### config.mk
export PLATFORM = sky130hd
export DESIGN_NAME = status_datagram_parser
export DESIGN_NICKNAME = d
export VERILOG_FILES = /design/src/rtl/sdp_pkg.sv /design/src/rtl/status_datagram_parser.sv
export SDC_FILE = /design/constraint.sdc
export NUM_CORES = 1
export LEC_CHECK = 0
export ABC_AREA = 1
export BUFFER_PORTS_ARGS = -buffer_cell sky130_fd_sc_hd__buf_2
export CORE_MARGIN = 4
export CORE_UTILIZATION = 37
export CTS_CLUSTER_SIZE = 8
export DETAILED_ROUTE_END_ITERATION = 7
export PLACE_DENSITY = 0.65
export SLEW_MARGIN = 15
export SYNTH_ARGS = -nofsm -noshare
export SYNTH_HDL_FRONTEND = slang
export SYNTH_SLANG_ARGS = --single-unit
### constraint.sdc
create_clock -name clock -period 4.1 [get_ports clock]
set_input_delay 0.82 -clock clock [delete_from_list [all_inputs] [get_ports clock]]
set_output_delay 0.82 -clock clock [all_outputs]
set_load 0.05 [all_outputs]
### src/rtl/sdp_pkg.sv
// Package: shared types, codes and constants of the status datagram parser.
`default_nettype none
package sdp_pkg;

   // Number of operator and encoder slots
   localparam int unsigned NUM_SLOTS = 4;

   // Header and capsule constants
   localparam logic [7:0]  HDR_LEN      = 8'd8;
   localparam logic [7:0]  HDR_VERSION  = 8'd1;
   localparam logic [15:0] STATUS_MAGIC = 16'h4553;
   localparam logic [15:0] OPER_MAGIC   = 16'h5053;
   localparam logic [7:0]  OPER_LEN     = 8'd12;
   localparam logic [7:0]  ENC_LEN      = 8'd4;

   // Result queue depth
   localparam int unsigned RSP_DEPTH = 4;
   localparam int unsigned RSP_PTR_W = $clog2(RSP_DEPTH);
   localparam int unsigned RSP_CNT_W = $clog2(RSP_DEPTH + 1);

   typedef enum logic [2:0] {
      PH_HEADER  = 3'd0,
      PH_CAPHDR  = 3'd1,
      PH_OPER    = 3'd2,
      PH_ENC     = 3'd3,
      PH_DISCARD = 3'd4
   } phase_type;

   typedef enum logic [1:0] {
      KIND_OPER = 2'd0,
      KIND_ENC  = 2'd1,
      KIND_DONE = 2'd2
   } kind_type;

   typedef enum logic [2:0] {
      ST_OK      = 3'd0,
      ST_LENGTH  = 3'd1,
      ST_VERSION = 3'd2,
      ST_MAGIC   = 3'd3,
      ST_SHORT   = 3'd4
   } status_type;

   typedef struct packed {
      logic [7:0] data_byte;
      logic       final_byte;
   } req_type;

   typedef struct packed {
      logic [1:0]         kind;
      logic [1:0]         slot;
      logic signed [15:0] position;
      logic [15:0]        aux_word;
      logic [2:0]         status;
      logic [7:0]         peer_seq;
      logic [7:0]         echo_byte;
      logic [31:0]        clock_ms;
      logic               run_end;
   } rsp_type;

endpackage
`default_nettype wire

### src/rtl/status_datagram_parser.sv
// Top level: byte-serial status datagram parser with a small result queue.
//
// Usage:
//   req channel carries one datagram byte per beat (data_byte, final_byte
//   marks the last byte). rsp channel carries result beats: operator update,
//   encoder update, or the datagram summary (kind done) after the final byte.
//   Each accepted byte updates the parser state in the same cycle; its
//   results are written to a four-entry result queue and appear on rsp in
//   the order written. A byte accepts every cycle as long as
//   the queue holds at most two results, so the throughput is one byte per
//   cycle; a byte that closes a capsule and the datagram at once gives two
//   results, which leave the queue in two consecutive rsp beats.
//   req_stall rises while more than two results wait, i.e. when the receiver
//   on rsp stalls long enough to back the queue up.
//   run_end marks the last result caused by one byte.
//   Reset (synchronous, active high) empties the queue and returns the
//   parser to the start of a header with all stored values cleared.
`default_nettype none
module status_datagram_parser
   import sdp_pkg::*;
(
   input  wire logic    clock,
   input  wire logic    reset,
   input  wire logic    req_valid,
   output logic         req_stall,
   input  wire req_type req_payload,
   output logic         rsp_valid,
   input  wire logic    rsp_stall,
   output rsp_type      rsp_payload
);

   // Parser state
   phase_type  phase_ff,  phase_in;
   logic [3:0] off_ff,    off_in;
   logic [7:0] len_ff,    len_in;
   logic [7:0] slot_ff,   slot_in;
   logic [31:0] acc_ff,   acc_in;
   logic [15:0] pos_ff,   pos_in;
   logic [7:0] echo_ff,   echo_in;
   status_type err_ff,    err_in;
   logic [7:0] seq_ff,    seq_in;
   logic [31:0] clk_ff,   clk_in;

   // Result queue
   rsp_type              q_ff [RSP_DEPTH];
   logic [RSP_PTR_W-1:0] wr_ptr_ff, wr_ptr_in;
   logic [RSP_PTR_W-1:0] rd_ptr_ff, rd_ptr_in;
   logic [RSP_CNT_W-1:0] cnt_ff,    cnt_in;

   logic       accept;
   logic       pop;
   logic [7:0] b;
   logic       last;
   logic [15:0] magic;
   logic [31:0] acc_shift;
   logic       slot_ok;
   logic       upd_valid;
   kind_type   upd_kind;
   status_type sum_status;
   rsp_type    upd_rsp;
   rsp_type    sum_rsp;
   rsp_type    res0;
   logic       push0;
   logic       push1;

   // Handshakes: stall input while fewer than two queue entries are free
   assign req_stall   = (cnt_ff > RSP_CNT_W'(RSP_DEPTH - 2));
   assign accept      = req_valid && !req_stall;
   assign rsp_valid   = (cnt_ff != '0);
   assign pop         = rsp_valid && !rsp_stall;
   assign rsp_payload = q_ff[rd_ptr_ff];

   assign b         = req_payload.data_byte;
   assign last      = req_payload.final_byte;
   assign magic     = {acc_ff[7:0], b};
   assign acc_shift = {acc_ff[23:0], b};
   assign slot_ok   = ({1'b0, slot_ff} < 9'(NUM_SLOTS));

   // Parse one byte and form its results
   always_comb begin
      phase_in   = phase_ff;
      off_in     = off_ff;
      len_in     = len_ff;
      slot_in    = slot_ff;
      acc_in     = acc_ff;
      pos_in     = pos_ff;
      echo_in    = echo_ff;
      err_in     = err_ff;
      seq_in     = seq_ff;
      clk_in     = clk_ff;
      upd_valid  = 1'b0;
      upd_kind   = KIND_OPER;
      sum_status = ST_OK;
      sum_rsp    = '0;
      if (accept) begin
         unique case (phase_ff)
            PH_HEADER: begin
               unique case (off_ff)
                  4'd0: begin
                     if (b != HDR_LEN) begin
                        err_in = ST_LENGTH; phase_in = PH_DISCARD; off_in = '0;
                     end else begin
                        off_in = 4'd1;
                     end
                  end
                  4'd1: begin
                     if (b != HDR_VERSION) begin
                        err_in = ST_VERSION; phase_in = PH_DISCARD; off_in = '0;
                     end else begin
                        off_in = 4'd2;
                     end
                  end
                  4'd2: begin
                     acc_in = {24'd0, b};
                     off_in = 4'd3;
                  end
                  4'd3: begin
                     if (magic != STATUS_MAGIC) begin
                        err_in = ST_MAGIC; phase_in = PH_DISCARD; off_in = '0;
                     end else begin
                        off_in = 4'd4;
                     end
                  end
                  4'd4: begin
                     seq_in = b;
                     off_in = 4'd5;
                  end
                  4'd5: begin
                     echo_in = b;
                     off_in  = 4'd6;
                  end
                  4'd6, 4'd7: off_in = off_ff + 4'd1;
                  default: begin
                     // Clock bytes: latch the word on the last one
                     acc_in = acc_shift;
                     if (off_ff >= 4'd11) begin
                        clk_in   = acc_shift;
                        phase_in = PH_CAPHDR;
                        off_in   = '0;
                     end else begin
                        off_in = off_ff + 4'd1;
                     end
                  end
               endcase
            end
            PH_CAPHDR: begin
               unique case (off_ff)
                  4'd0: begin
                     len_in = b;
                     off_in = 4'd1;
                  end
                  4'd1: begin
                     slot_in = b;
                     off_in  = 4'd2;
                  end
                  4'd2: begin
                     acc_in = {24'd0, b};
                     off_in = 4'd3;
                  end
                  default: begin
                     // Classify the capsule; unknown ones restart at the next byte
                     off_in = '0;
                     if (magic == OPER_MAGIC && len_ff == OPER_LEN && slot_ok) begin
                        phase_in = PH_OPER;
                     end else if (magic == STATUS_MAGIC && len_ff == ENC_LEN && slot_ok) begin
                        phase_in = PH_ENC;
                     end else begin
                        phase_in = PH_CAPHDR;
                     end
                  end
               endcase
            end
            PH_OPER: begin
               if (off_ff < 4'd4) begin
                  acc_in = acc_shift;
               end
               if (off_ff == 4'd1) begin
                  pos_in = acc_in[15:0];
               end
               if (off_ff >= 4'd11) begin
                  upd_valid = 1'b1;
                  upd_kind  = KIND_OPER;
                  phase_in  = PH_CAPHDR;
                  off_in    = '0;
               end else begin
                  off_in = off_ff + 4'd1;
               end
            end
            PH_ENC: begin
               acc_in = acc_shift;
               if (off_ff == 4'd1) begin
                  pos_in = acc_in[15:0];
               end
               if (off_ff >= 4'd3) begin
                  upd_valid = 1'b1;
                  upd_kind  = KIND_ENC;
                  phase_in  = PH_CAPHDR;
                  off_in    = '0;
               end else begin
                  off_in = off_ff + 4'd1;
               end
            end
            default: phase_in = PH_DISCARD;
         endcase

         // Close the datagram: report and return to the header
         if (last) begin
            if (err_in == ST_OK && !(phase_in == PH_CAPHDR && off_in == '0)) begin
               sum_status = ST_SHORT;
            end else begin
               sum_status = err_in;
            end
            sum_rsp.kind      = KIND_DONE;
            sum_rsp.status    = sum_status;
            sum_rsp.peer_seq  = seq_in;
            sum_rsp.echo_byte = echo_in;
            sum_rsp.clock_ms  = clk_in;
            sum_rsp.run_end   = 1'b1;
            phase_in = PH_HEADER;
            off_in   = '0;
            err_in   = ST_OK;
            echo_in  = '0;
         end
      end
   end

   // Capsule update beat
   always_comb begin
      upd_rsp          = '0;
      upd_rsp.kind     = upd_kind;
      upd_rsp.slot     = slot_ff[1:0];
      upd_rsp.position = pos_in;
      upd_rsp.aux_word = acc_in[15:0];
      upd_rsp.run_end  = !last;
   end

   // Queue writes: update first, summary after it
   assign push0 = accept && (upd_valid || last);
   assign push1 = accept && upd_valid && last;
   assign res0  = upd_valid ? upd_rsp : sum_rsp;

   always_comb begin
      wr_ptr_in = wr_ptr_ff + RSP_PTR_W'(push0) + RSP_PTR_W'(push1);
      rd_ptr_in = rd_ptr_ff + RSP_PTR_W'(pop);
      cnt_in    = cnt_ff + RSP_CNT_W'(push0) + RSP_CNT_W'(push1) - RSP_CNT_W'(pop);
   end

   // Hold queue payload
   always_ff @(posedge clock) begin
      if (push0) begin
         q_ff[wr_ptr_ff] <= res0;
      end
      if (push1) begin
         q_ff[wr_ptr_ff + RSP_PTR_W'(1)] <= sum_rsp;
      end
   end

   // Advance parser and queue control
   always_ff @(posedge clock) begin
      if (reset) begin
         phase_ff  <= PH_HEADER;
         off_ff    <= '0;
         len_ff    <= '0;
         slot_ff   <= '0;
         acc_ff    <= '0;
         pos_ff    <= '0;
         echo_ff   <= '0;
         err_ff    <= ST_OK;
         seq_ff    <= '0;
         clk_ff    <= '0;
         wr_ptr_ff <= '0;
         rd_ptr_ff <= '0;
         cnt_ff    <= '0;
      end else begin
         phase_ff  <= phase_in;
         off_ff    <= off_in;
         len_ff    <= len_in;
         slot_ff   <= slot_in;
         acc_ff    <= acc_in;
         pos_ff    <= pos_in;
         echo_ff   <= echo_in;
         err_ff    <= err_in;
         seq_ff    <= seq_in;
         clk_ff    <= clk_in;
         wr_ptr_ff <= wr_ptr_in;
         rd_ptr_ff <= rd_ptr_in;
         cnt_ff    <= cnt_in;
      end
   end

endmodule
`default_nettype wire
==> impl_metrics.sql <==
INSERT INTO impl_metrics (metric_group, metric, value, unit) VALUES
('route', 'detail_route.vias_per_cell', '5.37', ''),
('floorplan', 'design.die.area', '59300', 'µm²'),
('setup_path', 'crit_path_end_kind', 'primary output', ''),
('timing', 'setup-violations-final', '0', ''),
('clocking', 'worstSkewPairLatency', '0.60', 'ns'),
('timing', 'hold_viol', '0', ''),
('logic_synthesis', 'synthCells', '2415', ''),
('global_routing', 'grtUsageTotal', '20.2', '%'),
('timing', 'totalNegativeSetupSlack', '0', 'ns'),
('timing', 'timing.clock.skew', '0.0144', 'ns'),
('clocking', 'path_clk_slew', '0.05', 'ns'),
('logic_synthesis', 'yosys_register_bits', '473', ''),
('route', 'detail_route.wirelength', '61.6', 'mm'),
('cells_and_area', 'syn_to_final_growth', '15.4', '%'),
('floorplan', 'core', '55000', 'µm²'),
('placed_design', 'globalplace.congestion', '0.909', ''),
('setup_path', 'timing.critical_path.required', '3.28', 'ns'),
('route', 'detailroute.via_count', '17455', ''),
('logic_synthesis', 'mappedNetlistNets', '2438', ''),
('clocking', 'root_buffer', 'clkbuf_16', ''),
('floorplan', 'fp.dieW', '244', 'µm'),
('setup_path', 'slowest_stage', 'buf_4', ''),
('logic_synthesis', 'synth_area_per_cell', '8.50', 'µm²'),
('cells_and_area', 'final_instance_area', '23700', 'µm²'),
('clocking', 'htreeDepth', '3', ''),
('timing', 'worst_slew_pin_slew', '1.13', 'ns'),
('clocking', 'clock_buffers_created_by_tritoncts', '69', ''),
('logic_synthesis', 'yosys.cell_types.count', '42', ''),
('route', 'detail_route.wl_per_cell', '19.0', 'µm'),
('logic_synthesis', 'synth_top_cell_by_area', 'edfxtp_1', ''),
('cells_and_area', 'post_route_cells_drive_above_1_share', '11.4', '%'),
('clocking', 'tritoncts_num_sinks', '473', ''),
('setup_path', 'slowest_delay', '0.74', 'ns'),
('pwr', 'max-vdd-ir-drop', '0.351', 'mV'),
('global_routing', 'antenna_violations_before_repair', '4', ''),
('placed_design', 'detailed_place_hpwl', '37.1', 'mm'),
('setup_path', 'timing.setup.critical_path_class', 'reg -> out', ''),
('clocking', 'cts_resized', '0', ''),
('global_routing', 'overflow_left_after_global_routing', '0', ''),
('setup_path', 'crit_fanout', '73', ''),
('timing', 'unrepaired_setup_endpoints_after_global_routing', 'false', ''),
('min_path', 'timing.hold.worst.class', 'reg -> reg', ''),
('cells_and_area', 'final_common_cell', 'nor2_1', ''),
('timing', 'period_share', '93.7', '%'),
('logic_synthesis', 'top_area_cell_type_share_of_the_netlist_area', '31.0', '%'),
('logic_synthesis', 'ys_seq_area_share', '56.5', '%'),
('floorplan', 'floorplan.rows', '86', ''),
('pwr', 'power.density', '623', 'nW/µm²'),
('setup_path', 'worstPathArrival', '3.02', 'ns'),
('pwr', 'leakage_power', '8.31', 'nW'),
('cells_and_area', 'final_core_utilization', '43.1', '%'),
('logic_synthesis', 'post_synth_main_area_contributors', 'edfxtp_1, dfxtp_1, nor2_1', ''),
('timing', 'worst_slew_margin_rel', '24.4', '%'),
('route', 'drt-pass1-iter-count', '6', ''),
('job', 'number_of_maximum_capacitance_violations', '0', ''),
('clocking', 'clock_tree.buffer_depth', '3', ''),
('clocking', 'hold_buffers', '0', ''),
('floorplan', 'initial_standard_cell_utilization_of_the_core', '37.3', '%'),
('timing', 'period_minus_slack', '3.84', 'ns'),
('floorplan', 'io_pins', '103', ''),
('global_routing', 'grt_start_max_net_pins', '132', ''),
('cells_and_area', 'finish.net_count', '2483', ''),
('timing', 'timing.fmax', '260', 'MHz'),
('clocking', 'postCtsSetupBuffers', '0', ''),
('route', 'route.detailed.drc', '0', ''),
('route', 'drt-initial-drc-count', '1751', ''),
('cells_and_area', 'most-common-layout-cells', 'nor2_1, nand2_1, o21ai_0, dfxtp_1, edfxtp_1', ''),
('global_routing', 'first_global_vias', '16686', ''),
('setup_path', 'worstPathCellList', 'inv_2 > buf_4 > o21ai_0 > o22ai_1 > buf_2', ''),
('floorplan', 'die_y', '244', 'µm'),
('clocking', 'cts_tree', 'done', ''),
('placed_design', 'place.port_buffers', '102', ''),
('logic_synthesis', 'synth.cell_area', '20500', 'µm²'),
('setup_path', 'worstSetupStartpointType', 'flop', ''),
('logic_synthesis', 'ys.warnings.count', '0', ''),
('status', 'outcome', 'complete, no violations', ''),
('placed_design', 'placed_cell_area', '21700', 'µm²'),
('route', 'ant_nets', '0', ''),
('timing', 'timing_max_transition_violations_final', '0', ''),
('global_routing', 'wire_length_of_the_first_global_routing_pass', '95.8', 'mm');
metrics by stage:
step	hold WS (ns)	setup slack, ns	total power, mW	cells
CTS	0.449	0.240	14.8	3247
floorplan	0.423	0.615	8.34	2415
detailed placement	0.437	0.823	9.54	3137
global placement	0.433	0.857	9.50	3137
global route	0.467	0.102	15.3	3248
finish	0.451	0.257	14.8	3251
synthesized netlist by cell type (all sizes together):
cell       n
xor2       3
o21ai    360
xnor2      2
nor3       7
o2111ai    2
o21a       8
nor2     537
o22ai     89
nand3b     1
o31ai     36
or2       20
edfxtp   212
buf       49
nand4     15
o211ai    10
fa         3
a2111oi    1
a211oi     9
nand3     59
ha         7
clkinv     2
a21o       2
dfxtp    261
clkbuf   108
a21oi    110
a31oi      3
nand2    370
inv      129
where the power goes:
part	internal [mW]	switching, mW	leakage, nW
combinational	0.861	3.35	3.34
clock	3.23	2.09	0.967
sequential	5.08	0.143	4.01
total	9.17	5.58	8.31
worst max-delay path: cells and delay by family, from the launching register on:
kind | cells | cell delay, ns
buffers and inverters | 3 | 1.23
flip-flops | 1 | 0.59
AO/OA/AOI/OAI | 2 | 0.58
flip-flops by register name, indices dropped and copies added, names as in the netlist:
register and flops:
clk_ff 32, rd_ptr_ff 2, acc_ff 24, off_ff 4, echo_ff 8, phase_ff 3
wr_ptr_ff 2, slot_ff 8, pos_ff 16, q_ff 352, cnt_ff 3, seq_ff 8
len_ff 8, err_ff 3
final timing paths:
check	startpoint	endpoint	slack, ns	cells past startpoint
setup / recovery	rd_ptr_ff[1]	rsp_payload[54]	0.26	5
hold / removal	q_ff[2][85]	q_ff[2][85]	0.45	2
setup reg to reg	off_ff[0]	q_ff[0][17]	0.82	13
hold reg to reg	q_ff[2][85]	q_ff[2][85]	0.45	2
cell type report:
cell class	count	area [µm²]
repair buffers	131	878
flip-flops and latches	473	11600
clock buffers	103	1890
fillers	5343	31300
multi-input cells	1654	7760
clock inverters	7	128
diodes	4	10.0
well taps	748	936
inverters	131	494
cell families (layout without fill, tap and decap cells):
logic type      count (synthesis)  count (layout)  share of synthesized area, %
buf+inv                       288             372                          5.76
xor+xnor                        5               5                         0.213
compound gates                630             630                          17.0
fa+ha+maj                      10              10                         0.719
simple gates                 1009            1009                          19.8
other cells                     0               4                             0
flops                         473             473                          56.5
layer usage:
| layer | GRT usage, % | vias up | wire length (µm) |
|---|---|---|---|
| met1 | 27.0 | 8419 | 26200 |
| met2 | 33.3 | 679 | 29200 |
| met5 | 0 | - | 7 |
| met4 | 7.07 | 2 | 1620 |
| met3 | 3.35 | 109 | 4550 |
| li1 | - | 8246 | - |
No activity file was read; power rests on OpenSTA's default activity.
